<file path="config.mk">
export PLATFORM = sky130hd
export DESIGN_NAME = bw3hp_ctrl
export DESIGN_NICKNAME = d
export VERILOG_FILES = /design/src/assert_macros.svh /design/src/bw3hp_pkg.sv /design/src/bw3hp_ctrl.sv
export SDC_FILE = /design/constraint.sdc
export NUM_CORES = 1
export LEC_CHECK = 0
export BUFFER_PORTS_ARGS = -buffer_cell sky130_fd_sc_hd__buf_2
export CAP_MARGIN = 30
export CORE_MARGIN = 1.5
export CORE_UTILIZATION = 57
export DETAILED_ROUTE_END_ITERATION = 7
export GPL_TIMING_DRIVEN = 1
export PLACE_DENSITY = 0.78
export SYNTH_ARGS = -nofsm -noshare
export SYNTH_HDL_FRONTEND = slang
export SYNTH_SLANG_ARGS = --single-unit
</file>
<file path="constraint.sdc">
create_clock -name clk -period 2.9 [get_ports clk]
set_input_delay 0.87 -clock clk [delete_from_list [all_inputs] [get_ports clk]]
set_output_delay 0.87 -clock clk [all_outputs]
set_load 0.01 [all_outputs]
</file>
<file path="src/assert_macros.svh">
// Assertion macros shared by the filter RTL
`ifndef ASSERT_MACROS_SVH
`define ASSERT_MACROS_SVH
`ifndef NO_ASSERTIONS
`define ASSERT_IMPLY(lbl, clk, rst_n, ante, cons, msg) \
	lbl: assert property (@(posedge clk) disable iff (!rst_n) (ante) |-> (cons)) else $error(msg);
`define ASSERT_NEXT(lbl, clk, rst_n, ante, cons, msg) \
	lbl: assert property (@(posedge clk) disable iff (!rst_n) (ante) |=> (cons)) else $error(msg);
`else
`define ASSERT_IMPLY(lbl, clk, rst_n, ante, cons, msg)
`define ASSERT_NEXT(lbl, clk, rst_n, ante, cons, msg)
`endif
`endif

</file>
<file path="src/bw3hp_pkg.sv">
// Shared types and constants of the third-order high-pass filter
package bw3hp_pkg;

	localparam logic [31:0] PI_Q30 = 32'd3373259426;
	localparam logic [17:0] RATE_RESET = 18'd48000;
	localparam logic [4:0] K_STEPS = 5'd27;
	localparam logic [4:0] Y_STEPS = 5'd23;
	localparam logic signed [32:0] COEF_ONE = 33'sh004000000;

	typedef enum logic [3:0] {
		OP_NONE   = 4'd0,
		OP_LOAD   = 4'd1,
		OP_PMUL   = 4'd2,
		OP_KLOAD  = 4'd3,
		OP_K2MUL  = 4'd4,
		OP_K2RND  = 4'd5,
		OP_K3MUL  = 4'd6,
		OP_COEF   = 4'd7,
		OP_MULA   = 4'd8,
		OP_MULB   = 4'd9,
		OP_MULC   = 4'd10,
		OP_ACCEND = 4'd11,
		OP_YLOAD  = 4'd12,
		OP_SATCHK = 4'd13,
		OP_FIN    = 4'd14
	} op_t;

	typedef struct packed {
		op_t  op;
		logic dstep;
	} cmd_t;

	typedef struct packed {
		logic div_done;
		logic div_over;
		logic out_busy;
	} sts_t;

endpackage

</file>
<file path="src/bw3hp_ctrl.sv">
// Controller: sequences one item through the datapath
module bw3hp_ctrl (
	input  logic            clk,
	input  logic            arst_n,
	input  logic            in_valid,
	output logic            in_ready,
	input  bw3hp_pkg::sts_t sts,
	output bw3hp_pkg::cmd_t cmd
);
	import bw3hp_pkg::*;

	typedef enum logic [15:0] {
		S_IDLE   = 16'h0001,
		S_PMUL   = 16'h0002,
		S_KLOAD  = 16'h0004,
		S_KDIV   = 16'h0008,
		S_K2MUL  = 16'h0010,
		S_K2RND  = 16'h0020,
		S_K3MUL  = 16'h0040,
		S_COEF   = 16'h0080,
		S_MULA   = 16'h0100,
		S_MULB   = 16'h0200,
		S_MULC   = 16'h0400,
		S_ACCEND = 16'h0800,
		S_YLOAD  = 16'h1000,
		S_SATCHK = 16'h2000,
		S_YDIV   = 16'h4000,
		S_FIN    = 16'h8000
	} state_t;

	state_t state_q, state_d;

	// next state and command
	always_comb begin
		state_d   = state_q;
		cmd.op    = OP_NONE;
		cmd.dstep = 1'b0;
		case (state_q)
			S_IDLE: begin
				if (in_valid) begin
					cmd.op  = OP_LOAD;
					state_d = S_PMUL;
				end
			end
			S_PMUL: begin
				cmd.op  = OP_PMUL;
				state_d = S_KLOAD;
			end
			S_KLOAD: begin
				cmd.op  = OP_KLOAD;
				state_d = S_KDIV;
			end
			S_KDIV: begin
				if (sts.div_done) begin
					state_d = S_K2MUL;
				end else begin
					cmd.dstep = 1'b1;
				end
			end
			S_K2MUL: begin
				cmd.op  = OP_K2MUL;
				state_d = S_K2RND;
			end
			S_K2RND: begin
				cmd.op  = OP_K2RND;
				state_d = S_K3MUL;
			end
			S_K3MUL: begin
				cmd.op  = OP_K3MUL;
				state_d = S_COEF;
			end
			S_COEF: begin
				cmd.op  = OP_COEF;
				state_d = S_MULA;
			end
			S_MULA: begin
				cmd.op  = OP_MULA;
				state_d = S_MULB;
			end
			S_MULB: begin
				cmd.op  = OP_MULB;
				state_d = S_MULC;
			end
			S_MULC: begin
				cmd.op  = OP_MULC;
				state_d = S_ACCEND;
			end
			S_ACCEND: begin
				cmd.op  = OP_ACCEND;
				state_d = S_YLOAD;
			end
			S_YLOAD: begin
				cmd.op  = OP_YLOAD;
				state_d = S_SATCHK;
			end
			S_SATCHK: begin
				cmd.op  = OP_SATCHK;
				state_d = sts.div_over ? S_FIN : S_YDIV;
			end
			S_YDIV: begin
				if (sts.div_done) begin
					state_d = S_FIN;
				end else begin
					cmd.dstep = 1'b1;
				end
			end
			S_FIN: begin
				if (!sts.out_busy) begin
					cmd.op  = OP_FIN;
					state_d = S_IDLE;
				end
			end
			default: begin
				state_d = S_IDLE;
			end
		endcase
	end

	// advance the state
	always_ff @(posedge clk or negedge arst_n) begin
		if (!arst_n) begin
			state_q <= S_IDLE;
		end else begin
			state_q <= state_d;
		end
	end

	assign in_ready = state_q == S_IDLE;
endmodule

</file>
==> metrics.txt <==
share of cells above drive strength 1 42.2%; Switching Power 0.315 mW; Synth Area in Adders 0%; VDD IR-drop max 550 uV; Post-Synthesis Cells 121; largest family of logic cells by synthesized area simple AND/OR/NAND/NOR gates; PnR worst setup slack 0.0183 ns; Final period util 99.4%; Min-Delay Path Class in -> async; port bufs 11; core box area 1760 sq um; most frequent cells in the layout buf_4, nor2_1, buf_2; Final #Nets 154; sequential power share 36.7%; Worst Skew 0.0108 ns; drt drc 0; synthesized area 1080 sq um; placed insts 155; Worst setup SP type flop; commonest non-fill, non-tap cell in the layout buf_4; vias per std cell 6.15; cell taking the most area after synthesis dfrtp_1; CTS Buffer Depth 2; TritonCTS buffer count 3; CTS clk-pin slew, worst paths 0.10 ns; global-route total usage across every layer 27.4%; Total Die Area 2170 sq um; Crit. Startpoint state_q[9]$_DFFE_PN0P_; initial antenna violation count 0; xor/xnor share of the synthesized area 5.65%; Fmax 347 MHz; largest net degree at the start of global routing 17; Placement Rows 15; CTS sink count 16; Power Dens Cells 578 nW/um^2; status completed; register area share after synthesis 37.0%; Logic pwr share 47.5%; r2r startpoint state_q[9]$_DFFE_PN0P_; worst slack, placed 0.229 ns; Static Leak 0.642 nW; final setup vio count 0; #FFs+latches synth 16; Core Util, Final 78.5%; unrepaired setup endpoints after global routing true; Min Clock Period, post-route 2.88 ns; critical path data arrival time 2.01 ns; wirelength, routed 2.87 mm; HPWL Detailed 1.79 mm; top cells by area, synth dfrtp_1, nor2_1, nor4_4, nand4b_1, nor4b_1; largest reg by FF count state_q; Yosys warnings 0; Slew Limit Fails 0; Clock H-tree levels 1; slew of the pin with the lowest slew margin 0.427 ns; 1st-pass router iterations 4; Worst slew margin 71.3%; Largest regs state_q x16; Largest register FFs 16; Setup crit end kind output pin; via count 1,057; CTS tree yes; Detail Route Antenna Nets 0; Die X 46.6 um; diode count 0; drt wl/cell 16.7 um; Fin. Hold Viols 0; Clock Power Share 15.8%; Distinct cells, synth 38; Critical Path RT 2.03 ns; I/O Pins 12; Cell Count, Final, Fillers Out 172; syn avg cell area 8.97 sq um; Worst-Skew Late Latency 0.29 ns; Max Fanout on Critical Path 2; Iter 0 DRT Violations 30; Simple-Gate Fraction of Synth Area 42.0%; Yosys top cell area share 34.6%; post-synthesis compound-gate area fraction 7.84%; Switching Fraction 39.4%; number of global-route vias before repair 923; starting density of the core 61.5%; Post-CTS Hold Fix Bufs 0; Die Ht 46.6 um; P&R area growth vs syn 27.7%; global-route wire length before repair 4.15 mm; Net Count, Synth 127; GRT overflow 0; Max-Cap Viols 0; kind of critical path reg -> out; number of fill cells in the layout 135; Pint 0.485 mW; RD Place Congestion 0.865; root buf cell clkbuf_4; mux cell area share after synthesis 1.85%
## Yosys cell counts
cell and number:
nor4_2 2, nor4b_1 4, o22ai_1 1, nand4b_1 4, buf_2 4, a41o_1 2, o21ai_0 7, o221a_2 1
nand2_1 7, dfrtp_1 15, and3_1 3, nand3b_1 2, dfstp_2 1, and4_1 1, and2_1 2, clkbuf_1 2
nor3b_1 2, or2_1 1, or4_1 2, buf_6 1, nand3_1 5, nand4_1 2, a21oi_1 1, mux2i_1 2
nor4_1 4, nand2b_1 2, inv_1 6, or4b_2 1, or3_1 1, and4b_1 1, nand2_2 2, xor2_1 3
nor4_4 2, nor2_1 13, o21a_1 1, xnor2_1 4, and2b_1 1, nor3_1 6
## routing by layer
layer / part of all wire [%] / vias up / wire length, um / GRT usage, %
met5: 0 / - / 0 / 0
met4: 1.4 / 0 / 40 / 11.7
met3: 5.5 / 4 / 158 / 2.35
met2: 51 / 42 / 1450 / 45.0
met1: 43 / 512 / 1220 / 36.7
li1: - / 499 / - / -
## critical path, stage by stage, from the launching register on
cell and delay (ns):
dfrtp_1 0.42, nor4_4 0.36, nand2_2 0.10, or4_4 0.51, o221a_4 0.14, nand3_2 0.08, buf_6 0.10
## power groups by stage
stage	clock, mW	combinational (mW)	sequential (mW)
global route	0.137	0.414	0.298
CTS	0.131	0.311	0.292
finish	0.126	0.380	0.294
detailed placement	0	0.295	0.289
global placement	0	0.290	0.286
floorplan	0	0.210	0.281
## cell type report
| cell class | instances | area (sq um) | area share (%) |
|---|---|---|---|
| sequential | 16 | 413 | 29.8 |
| tap | 25 | 31.3 | 2.26 |
| inverter | 6 | 22.5 | 1.63 |
| timing repair buffer | 29 | 196 | 14.2 |
| clock buffer | 4 | 26.3 | 1.90 |
| multi-input combinational | 92 | 696 | 50.2 |
## stage by stage
stage               instance area [sq um]  power [mW]  hold slack [ns]  setup TNS (ns)
finish                               1390       0.800            0.475               0
global placement                     1170       0.577            0.569               0
CTS                                  1250       0.734            0.480               0
floorplan                            1080       0.491            0.542               0
detailed placement                   1170       0.584            0.582               0
global route                         1390       0.849            0.496         -0.0549
## path summary, 6_finish.rpt
path / to / cells after the start / slack [ns]
max: cmd[2] / 6 / 0.02
min reg2reg: state_q[8]$_DFFE_PN0P_ / 1 / 0.59
max reg2reg: state_q[0]$_DFFE_PN1P_ / 6 / 0.88
max in group asynchronous: state_q[0]$_DFFE_PN1P_ / 1 / 2.11
min in group clk: state_q[8]$_DFFE_PN0P_ / 1 / 0.59
min: state_q[11]$_DFFE_PN0P_ / 1 / 0.47
## repair_timing
item                                   4_1_cts  5_1_grt
gates resized for setup                      7       18
setup endpoints to repair                    3        4
endpoints found under the hold margin        0        0
pin swaps                                    4        3
buffers inserted                             4        9
## logic make-up (layout without fill, tap and decap cells)
logic type      after synthesis  in the layout
compound gates               13             13
xor+xnor                      7              7
buf+inv                      13             39
flops                        16             16
mux                           2              2
simple gates                 70             70
No activity file was read; power rests on OpenSTA's default activity.
